## src/rtl/srec_pkg.sv

```systemverilog
`timescale 1ns / 1ps

package srec_pkg;

    localparam logic [7:0]  CHAR_NEWLINE  = 8'h0A;
    localparam logic [7:0]  CHAR_NINE     = 8'h39;
    localparam logic [7:0]  CHAR_UPPER_A  = 8'h41;
    // Count field includes two address bytes and one checksum byte
    localparam logic [8:0]  COUNT_BIAS    = 9'd3;
    localparam logic [15:0] ADDR_LOW_INIT = 16'hFFFF;
    localparam logic [2:0]  COUNT_DIGITS  = 3'd2;
    localparam logic [2:0]  ADDR_DIGITS   = 3'd4;
    localparam logic [2:0]  BYTE_DIGITS   = 3'd2;

    typedef struct packed {
        logic        write_valid;
        logic [15:0] write_addr;
        logic [7:0]  write_data;
        logic        stopped;
        logic [15:0] lowest_addr;
        logic [16:0] highest_end;
    } t_result;

    // Letters from 'A' up map to 10 and beyond, anything else counts from '0';
    // keep only the low four bits, nothing is rejected
    function automatic logic [3:0] nibble_of(input logic [7:0] c);
        logic [7:0] v;
        begin
            if (c >= CHAR_UPPER_A) begin
                v = c - 8'h37;
            end else begin
                v = c - 8'h30;
            end
            nibble_of = v[3:0];
        end
    endfunction

endpackage

```

## src/rtl/srec_core.sv

```systemverilog
`timescale 1ns / 1ps

module srec_core import srec_pkg::*; (
    input  logic       i_clk,
    input  logic       i_rst_n,
    input  logic       i_step,
    input  logic [7:0] i_char,
    output t_result    o_result
);

    typedef enum logic [2:0] {
        PH_SKIP,
        PH_TYPE,
        PH_COUNT,
        PH_ADDR,
        PH_DATA,
        PH_REST
    } t_phase;

    t_phase             r_phase,       n_phase;
    logic [2:0]         r_digit_count, n_digit_count;
    logic [15:0]        r_hex_accum,   n_hex_accum;
    logic signed [8:0]  r_data_length, n_data_length;
    logic [15:0]        r_record_addr, n_record_addr;
    logic [7:0]         r_byte_index,  n_byte_index;
    logic [15:0]        r_min_start,   n_min_start;
    logic [16:0]        r_max_end,     n_max_end;
    logic               r_halted,      n_halted;
    t_result            r_result,      n_result;

    logic [3:0]         w_nib;
    logic [2:0]         w_digit_inc;
    logic [15:0]        w_shift;
    logic [7:0]         w_byte_shift;
    logic signed [8:0]  w_length;
    logic signed [17:0] w_end;
    logic [7:0]         w_index_inc;
    logic               w_last_byte;

    assign w_nib        = nibble_of(i_char);
    assign w_digit_inc  = r_digit_count + 3'd1;
    assign w_shift      = {r_hex_accum[11:0], w_nib};
    assign w_byte_shift = {r_hex_accum[3:0], w_nib};
    assign w_length     = $signed({1'b0, w_shift[7:0]} - COUNT_BIAS);
    assign w_end        = $signed({2'b00, w_shift}) + 18'(r_data_length) - 18'sd1;
    assign w_index_inc  = r_byte_index + 8'd1;
    assign w_last_byte  = $signed({2'b00, w_index_inc}) >= 10'(r_data_length);

    always_comb begin
        n_phase       = r_phase;
        n_digit_count = r_digit_count;
        n_hex_accum   = r_hex_accum;
        n_data_length = r_data_length;
        n_record_addr = r_record_addr;
        n_byte_index  = r_byte_index;
        n_min_start   = r_min_start;
        n_max_end     = r_max_end;
        n_halted      = r_halted;
        n_result      = '0;

        if (!r_halted) begin
            if (i_char == CHAR_NEWLINE) begin
                n_phase       = PH_SKIP;
                n_digit_count = '0;
                n_hex_accum   = '0;
            end else begin
                unique case (r_phase)
                    PH_SKIP: begin
                        n_phase = PH_TYPE;
                    end
                    PH_TYPE: begin
                        if (i_char == CHAR_NINE) begin
                            n_halted = 1'b1;
                        end else begin
                            n_phase       = PH_COUNT;
                            n_digit_count = '0;
                            n_hex_accum   = '0;
                        end
                    end
                    PH_COUNT: begin
                        n_hex_accum   = w_shift;
                        n_digit_count = w_digit_inc;
                        if (w_digit_inc >= COUNT_DIGITS) begin
                            n_data_length = w_length;
                            n_phase       = PH_ADDR;
                            n_digit_count = '0;
                            n_hex_accum   = '0;
                        end
                    end
                    PH_ADDR: begin
                        n_hex_accum   = w_shift;
                        n_digit_count = w_digit_inc;
                        if (w_digit_inc >= ADDR_DIGITS) begin
                            n_record_addr = w_shift;
                            n_byte_index  = '0;
                            if (w_shift < r_min_start) begin
                                n_min_start = w_shift;
                            end
                            // signed compare: a negative end never wins
                            if (w_end > $signed({1'b0, r_max_end})) begin
                                n_max_end = w_end[16:0];
                            end
                            n_phase       = (r_data_length > 9'sd0) ? PH_DATA : PH_REST;
                            n_digit_count = '0;
                            n_hex_accum   = '0;
                        end
                    end
                    PH_DATA: begin
                        n_hex_accum   = {8'h00, w_byte_shift};
                        n_digit_count = w_digit_inc;
                        if (w_digit_inc >= BYTE_DIGITS) begin
                            n_result.write_valid = 1'b1;
                            n_result.write_addr  = r_record_addr + 16'(r_byte_index);
                            n_result.write_data  = w_byte_shift;
                            n_byte_index         = w_index_inc;
                            n_digit_count        = '0;
                            n_hex_accum          = '0;
                            if (w_last_byte) begin
                                n_phase = PH_REST;
                            end
                        end
                    end
                    default: begin
                        n_phase = PH_REST;
                    end
                endcase
            end
        end

        n_result.stopped     = n_halted;
        n_result.lowest_addr = n_min_start;
        n_result.highest_end = n_max_end;
    end

    always_ff @(posedge i_clk) begin
        if (!i_rst_n) begin
            r_phase       <= PH_SKIP;
            r_digit_count <= '0;
            r_hex_accum   <= '0;
            r_data_length <= '0;
            r_record_addr <= '0;
            r_byte_index  <= '0;
            r_min_start   <= ADDR_LOW_INIT;
            r_max_end     <= '0;
            r_halted      <= 1'b0;
            r_result      <= '0;
        end else if (i_step) begin
            r_phase       <= n_phase;
            r_digit_count <= n_digit_count;
            r_hex_accum   <= n_hex_accum;
            r_data_length <= n_data_length;
            r_record_addr <= n_record_addr;
            r_byte_index  <= n_byte_index;
            r_min_start   <= n_min_start;
            r_max_end     <= n_max_end;
            r_halted      <= n_halted;
            r_result      <= n_result;
        end
    end

    assign o_result = r_result;

    a_halt_sticks: assert property (@(posedge i_clk) disable iff (!i_rst_n)
        r_halted |=> r_halted)
        else $error("halt flag dropped");

    a_halt_no_write: assert property (@(posedge i_clk) disable iff (!i_rst_n)
        (i_step && r_halted) |=> (!o_result.write_valid && o_result.stopped))
        else $error("write issued after halt");

    a_skip_no_write: assert property (@(posedge i_clk) disable iff (!i_rst_n)
        (i_step && r_phase == PH_SKIP) |=> !o_result.write_valid)
        else $error("write issued on first character of a line");

    a_hold_on_idle: assert property (@(posedge i_clk) disable iff (!i_rst_n)
        (!i_step && !$past(!i_rst_n)) |=> $stable(o_result))
        else $error("result changed without a step");

endmodule

```

## src/rtl/srec_record_decoder_unit.sv

```systemverilog
`timescale 1ns / 1ps

// S-record text decoder.
// Feed S-record text one character per transaction on the s_axis channel
// (tdata = the character, 0x0A ends a line). Every accepted character yields
// exactly one result transaction on m_axis: tuser flags a decoded data byte,
// tdata carries its address and value along with the running status
// (halt flag after a type 9 record, lowest record start, highest record end).
// Throughput: one character per clock while m_axis accepts results; the only
// loop is the per-character parser state update.
// Path: an accepted character goes into the input register and is then parsed
// into the parser's result register, from which its result transaction is
// offered on m_axis.
// Receiver stall: the result register holds; one more character may wait in
// the input register, after which s_axis_tready drops until m_axis moves.
// Reset (synchronous, active low): parser returns to the start of a line,
// lowest start = 0xFFFF, highest end = 0, halt cleared, both stages empty.
module srec_record_decoder_unit import srec_pkg::*; (
    input  logic        i_clk,
    input  logic        i_rst_n,
    input  logic        s_axis_tvalid,
    output logic        s_axis_tready,
    input  logic [7:0]  s_axis_tdata,   // [7:0] text_char
    output logic        m_axis_tvalid,
    input  logic        m_axis_tready,
    output logic [63:0] m_axis_tdata,   // [15:0] write_addr, [23:16] write_data,
                                        // [24] stopped, [40:25] lowest_addr,
                                        // [57:41] highest_end, [63:58] zero
    output logic [0:0]  m_axis_tuser    // [0] write_valid
);

    logic       r_in_valid;
    logic [7:0] r_in_char;
    logic       r_out_valid;
    logic       w_advance;
    t_result    w_result;

    // Move the held character into the parser when the result slot is free
    assign w_advance     = r_in_valid && (!r_out_valid || m_axis_tready);
    assign s_axis_tready = !r_in_valid || w_advance;

    always_ff @(posedge i_clk) begin
        if (!i_rst_n) begin
            r_in_valid  <= 1'b0;
            r_out_valid <= 1'b0;
        end else begin
            if (s_axis_tready) begin
                r_in_valid <= s_axis_tvalid;
            end
            if (w_advance) begin
                r_out_valid <= 1'b1;
            end else if (m_axis_tready) begin
                r_out_valid <= 1'b0;
            end
        end
        // Capture payload on every accepted transaction
        if (s_axis_tvalid && s_axis_tready) begin
            r_in_char <= s_axis_tdata;
        end
    end

    srec_core u_core (
        .i_clk    (i_clk),
        .i_rst_n  (i_rst_n),
        .i_step   (w_advance),
        .i_char   (r_in_char),
        .o_result (w_result)
    );

    assign m_axis_tvalid   = r_out_valid;
    assign m_axis_tuser[0] = w_result.write_valid;
    assign m_axis_tdata    = {6'b000000,
                              w_result.highest_end,
                              w_result.lowest_addr,
                              w_result.stopped,
                              w_result.write_data,
                              w_result.write_addr};

endmodule
```

## config.mk

```make
export PLATFORM = sky130hd
export DESIGN_NAME = srec_record_decoder_unit
export DESIGN_NICKNAME = d
export VERILOG_FILES = /design/src/rtl/srec_pkg.sv /design/src/rtl/srec_core.sv /design/src/rtl/srec_record_decoder_unit.sv
export SDC_FILE = /design/constraint.sdc
export NUM_CORES = 1
export LEC_CHECK = 0
export CORE_AREA = 5 5 196 122
export DETAILED_ROUTE_END_ITERATION = 7
export DIE_AREA = 0 0 201 127
export DONT_BUFFER_PORTS = 1
export GPL_ROUTABILITY_DRIVEN = 0
export RECOVER_POWER = 50
export SLEW_MARGIN = 40
export SYNTH_ARGS = -nofsm -noshare
export SYNTH_HDL_FRONTEND = slang
export SYNTH_SLANG_ARGS = --single-unit
```

## constraint.sdc

```tcl
create_clock -name i_clk -period 7.07 [get_ports i_clk]
set_input_delay 0.707 -clock i_clk [delete_from_list [all_inputs] [get_ports i_clk]]
set_output_delay 0.707 -clock i_clk [all_outputs]
set_load 0.01 [all_outputs]
```

# [Word level (Yosys, flattened, before mapping)]
# Cells that the tools add are included.
[word_totals] reg_bits=136 input_bits=12 output_inout_bits=67 wordCells=103
[op_classes] n_addsub=8 n_lt_le_gt_ge=7 n_eq_ne=13 n_mux=38 n_bitwise=2 reduce_logical=19
[op_table] op="$mux 25" n=4
[op_table] op="$mux 16" n=5
[op_table] op="$mux 12" n=4
[op_table] op="$pmux 12 s4" n=1
[op_table] op="$mux 3" n=10
[op_table] op="$mux 8" n=3
[op_table] op="$add 17x9->18" n=1
[op_table] op="$gt 18x18->1" n=1
[op_table] op="$sub 18x2->18 const B" n=1
[op_table] op="$add 16x8->16" n=1
[op_table] op="$lt 16x16->1" n=1
[op_table] op="$pmux 8 s2" n=1
[op_table] op="$pmux 3 s5" n=1
[op_table] op="$ne 3x1->1 const B" n=4
[op_table] op="$reduce_and 6->1" n=2
[op_table] op="$reduce_and 5->1" n=2
[op_table] op="$ge 9x9->1" n=1
[op_table] op="$gt 9x1->1 const B" n=1
[op_table] op="$pmux 3 s3" n=1
[op_table] op="$sub 8x2->9 const B" n=1
[op_table] op="$add 8x1->8 const B" n=1
[op_table] op="$eq 8x4->1 const B" n=1
[op_table] op="$eq 8x6->1 const B" n=1
[op_table] op="$ge 8x7->1 const B" n=1
[op_table] op="23 further kinds" n=37

# [Longest topological paths before layout]
[logic_depth] word_depth=8 mapped_depth=24 ltp_nobuf=23

# [Cells and area by module]
# Synthesis repeated with hierarchy kept, for this count alone.
[unflattened] hier_cells=954 area_unflattened_um2=8257.9
[modules_own_cells] module="srec_core" instances=1 cells_each=930 area_per_inst_um2=7865.0 seq_area_each_um2=2522.4
[modules_own_cells] module="srec_record_decoder_unit" instances=1 cells_each=24 area_per_inst_um2=392.9 seq_area_each_um2=280.3

# [Least setup slack after synthesis]
# OpenSTA, ideal clock, no wires.
[synth_timing] path_type="register to register" start="register r_in_char[0]" end="register u_core.r_max_end[8]" setup_time_ns=0.072 arrival_time_ns=5.068 setup_slack_ns=1.931 path_stages_with_launch=24 path_buffers=1 path_cell_list="edfxtp_1 > inv_1 > ha_1 > nor4b_4 > a21oi_4 > mux2i_2 > ha_1 > inv_1 > ha_1 > fa_1 > a211oi_1 > o21bai_1 > a21oi_1 > o21a_1 > o311a_1 > inv_1 > ha_1 > nand4_1 > nor4_1 > inv_1 > o21a_1 > nor3_2 > buf_6 > mux2i_1"
[synth_between] elab_chain_len=6 word_cells_on_any_way=10 classes_between="add/sub (4); order compare (2); eq/ne (1); mux (1); bitwise (1); reduce/logical (1)"
[synth_lines] item="from (decl)" line="srec_record_decoder_unit.sv:33" rtl="logic [7:0] r_in_char;"
[synth_lines] item="from (signal assigned)" line="srec_record_decoder_unit.sv:58" rtl="r_in_char <= s_axis_tdata;"
[synth_lines] item="$ge 8x7->1, or another cell as far along" line="srec_pkg.sv:29" rtl="if (c >= CHAR_UPPER_A) begin"
[synth_lines] item="$mux 4 *" line="srec_pkg.sv:29"
[synth_lines] item="$add 17x9->18 *" line="srec_core.sv:45" rtl="assign w_end = $signed({2'b00, w_shift}) + 18'(r_data_length) - 18'sd1;"
[synth_lines] item="$sub 18x2->18 *" line="srec_core.sv:45"
[synth_lines] item="net u_core.w_end[15]" line="srec_core.sv:36" rtl="logic signed [17:0] w_end;"
[synth_lines] item="$gt 18x18->1 *" line="srec_core.sv:100" rtl="if (w_end > $signed({1'b0, r_max_end})) begin"
[synth_lines] item="$reduce_and 6->1 (no source line) *"
[synth_lines] item="to (signal assigned)" line="srec_core.sv:155" rtl="r_max_end <= n_max_end;"
[synth_lines] item="to (decl)" line="srec_core.sv:27" rtl="logic [16:0] r_max_end, n_max_end;"
# Mark *: on every way through the listed nets, which the timed path passes. The rest lies on a longest branch.
# A chain may end at the register's enable or synchronous reset.

# [Worst setup path in the final report]
[layout_timing] start="register r_in_char[0]" end="register u_core.r_max_end[9]"
# The elaborated chain is that of the path after synthesis.

==> results.cfg <==
[timing]
rsz0062_at_grt = false
fmax_ghz = 0.166
setup_viol = 0
tightest_slew_ns = 3.50
finalMaxSlewViolations = 70
finalCritPeriodShare_pct = 85.4
finalHoldViolCount = 0
relSlewSlack_pct = -133
layout_min_cycle_time_ns = 6.04
clock_skew_ns = 0.0105
tns_ns = 0

[worst_setup_path]
worstSetupStartpointType = flip-flop
cp_max_fo = 11
cp_slowest_cell = edfxtp_1
cpPeakStageDelay_ns = 0.43
critPathBufInv = 6
cp_cell_sequence = inv_1 -> ha_1 -> nor4b_4 -> a21oi_4 -> mux2i_2 -> buf_4 -> ha_1 -> inv_1 -> ha_1 -> fa_1 -> a211oi_1 -> o21bai_1 -> a21oi_1 -> o21a_1 -> o311a_1 -> inv_1 -> ha_1 -> nand4_1 -> nor4_1 -> inv_1 -> o21a_1 -> nor3_2 -> buf_4 -> a211oi_1
end_kind = flip-flop
worstSetupPathType = reg2reg
critical_path_required_ns = 7.21
cp_data_arrival_time_ns = 6.18
path_delay_family = compound AO/OA/AOI/OAI gates

[routing]
drt_iter0_drc = 693
vias = 7427
viasPerCell = 5.63
wl_per_cell_um = 18.0
first_pass_iters = 5
drc_errors = 0
wl_um = 23700
ant_nets = 0

[yosys]
ys_seq_area_share_pct = 32.7
async_reset_ff_share_pct = 0
synthTopCellsByArea = dfxtp_1 (30%), ha_1 (12%), inv_1 (4.3%), nor2_1 (3.9%), nand2_1 (3.8%)
synth_top_cell_area_share_pct = 29.9
postSynthAreaPerCell_um2 = 8.22
ys_types = 79
ys.flop_type = dfxtp_1
ys_warn_count = 0
synth-edff-count = 8
yosys.area.top_type = dfxtp_1
syn-cell-area_um2 = 8580
synthCells = 1043
ys_seq_elements = 136

[cts]
post_cts_buffers = 0
cts_tree = done
h-tree-depth = 4
cts_made_buffers = 17
clock_latency_ns = 0.43
cts_hold_buf = 0
cts_root_buffer = clkbuf_16
clk_pin_slew_ns = 0.06
cts_num_sinks = 136
cts_buffer_depth = 2
cts_resized = 0

[floorplan]
start_util_pct = 39.3
die_width_um = 201
die-area_um2 = 25500
rows = 42
core_area_um2 = 21800
die_h_um = 127
io_pins = 79

[global_route]
grt_max_degree = 70
grt_pass1_vias = 6827
antenna_found_initial = 1
track_usage_pct = 18.5
grt_pass1_wl_um = 38100
gr-total-overflow = 0

[worst_hold_path]
hold_class = in2reg

[run_status]
status = complete, but fails checks
violations = max-capacitance violations, max-slew violations

[placement]
placed_cells = 1287
port_buffers = 0
dpl.hpwl_um = 17400

[finish]
final_util_pct = 43.0
final_nets = 1118
num_antenna_cells = 0
drive_gt1_share_pct = 6.39
fin_cells = 1319
area_growth_pct = 9.34

[power]
pwr-share-comb_pct = 15.5
vdd.ir_drop.worst_mv = 0.177
p_sw_w = 0.000572
seqPwrFrac_pct = 39.4
p_per_area_nw_per_um2 = 217
p_clk_share_pct = 45.1
p_leak_nw = 3.85
p_sw_share_pct = 28.1
power.internal_w = 0.00147

[job]
maxCapViolCount = 1
==> final cells by class <==
class	count	area (um2)
Inverter	102	383
Sequential cell	136	2800
Multi-Input combinational cell	749	5130
Fill cell	2196	12400
Timing Repair Buffer	14	101
Clock inverter	14	176
Clock buffer	18	429
Tap cell	286	358
==> worst paths after layout <==
kind                            from                       to  slack (ns)  cells past startpoint
min                  s_axis_tdata[3]             r_in_char[3]        0.38                      0
min reg2reg  u_core.r_record_addr[7]  u_core.r_record_addr[7]        0.47                      2
max reg2reg             r_in_char[0]      u_core.r_max_end[9]        1.03                     24
max                     r_in_char[0]      u_core.r_max_end[9]        1.03                     24
==> placed cells by master, fill, tap and decap left out, types with 4 or more instances in the layout <==
cell type | synthesis | layout
a21oi_1 | 55 | 55
inv_1 | 99 | 99
a211oi_1 | 18 | 18
o31a_1 | 4 | 4
conb_1 | 1 | 6
xnor2_1 | 16 | 16
clkbuf_16 | 0 | 17
and3_1 | 7 | 7
nand4_1 | 27 | 27
nor3_1 | 14 | 13
buf_4 | 9 | 11
nor2_1 | 88 | 87
o21ai_0 | 55 | 55
nand3_1 | 37 | 37
mux2i_1 | 15 | 15
o211ai_1 | 27 | 27
or3_1 | 8 | 8
nor4_1 | 14 | 14
a22oi_1 | 26 | 26
o21ai_1 | 6 | 6
ha_1 | 83 | 83
a32oi_1 | 7 | 7
clkinv_4 | 0 | 6
dfxtp_1 | 128 | 128
nand2_1 | 87 | 87
o21a_1 | 8 | 8
nand2b_1 | 7 | 7
nor2b_1 | 5 | 5
a31oi_1 | 23 | 23
nand3b_1 | 6 | 6
edfxtp_1 | 8 | 8
a21o_1 | 15 | 15
o21bai_1 | 4 | 4
xor2_1 | 8 | 8
==> kinds of logic after synthesis <==
family | share of synthesized area [%]
DFF | 32.7
AOI/OAI and AO/OA | 22.8
other | 0.0437
xor gates and xnor gates | 2.96
adders and majority gates | 12.8
muxes | 1.91
and+or+nand+nor | 18.9
buffers and inverters | 7.86
==> Yosys cell counts (4+ instances only) <==
master    instances
buf_4             9
or3_1             8
nor2_1           88
o21ai_0          55
edfxtp_1          8
a21oi_1          55
o21a_1            8
o21bai_1          4
nand4_1          27
inv_1            99
nand3b_1          6
a31oi_1          23
nand2b_1          7
and2_1            5
a211oi_1         18
nor4_1           14
nor3_1           14
nand3_1          37
xor2_1            8
clkbuf_1         37
nor2b_1           5
dfxtp_1         128
mux2i_1          15
a22oi_1          26
o211ai_1         27
ha_1             83
a32oi_1           7
nand2_1          87
and3_1            7
o31a_1            4
buf_2            11
a21o_1           15
xnor2_1          16
o21ai_1           6
==> worst reg2reg max path, stage by stage, from the launching register on <==
cell and delay (ns):
edfxtp_1 0.43, inv_1 0.21, ha_1 0.19, nor4b_4 0.32, a21oi_4 0.14, mux2i_2 0.17, buf_4 0.17, ha_1 0.28
inv_1 0.04, ha_1 0.22, fa_1 0.42, a211oi_1 0.26, o21bai_1 0.14, a21oi_1 0.39, o21a_1 0.20, o311a_1 0.17
inv_1 0.05, ha_1 0.30, nand4_1 0.12, nor4_1 0.36, inv_1 0.10, o21a_1 0.23, nor3_2 0.43, buf_4 0.32
a211oi_1 0.10
==> through the flow <==
stage / hold slack, ns / power (W) / setup WS (ns) / instance area (um2)
CTS: 0.362 / 0.00206 / 1.08 / 9390
floorplan: 0.440 / 0.00106 / 1.93 / 8600
global placement: 0.451 / 0.00113 / 1.29 / 8770
detailed placement: 0.459 / 0.00113 / 1.11 / 8790
global route: 0.352 / 0.00214 / 0.440 / 9380
finish: 0.379 / 0.00204 / 1.03 / 9380
==> power by group through the flow <==
stage | clock [W] | sequential, W | combinational [W]
3_3_place_gp | 0 | 0.000821 | 0.000310
2_1_floorplan | 0 | 0.000814 | 0.000246
3_5_place_dp | 0 | 0.000822 | 0.000311
4_1_cts | 0.000937 | 0.000805 | 0.000314
6_report | 0.000919 | 0.000804 | 0.000316
5_1_grt | 0.000980 | 0.000806 | 0.000356
==> layer usage <==
layer	up-vias	routed length, um	GRT usage (%)
li1	3729	-	-
met1	3444	12500	28.9
met2	229	9090	24.6
met3	23	1810	5.62
met4	2	249	3.88
met5	-	7	0
==> sequential cells by signal (all words and copies together), names as in the netlist <==
name and cells:
u_core.o_result 41, u_core.r_max_end 17, u_core.r_min_start 16, u_core.r_record_addr 16
u_core.r_hex_accum 12, u_core.r_data_length 9, r_in_char 8, u_core.r_byte_index 8
u_core.r_digit_count 3, u_core.r_phase 3, m_axis_tvalid 1, r_in_valid 1
u_core.r_halted 1
Power figures use the tool's default switching activity.
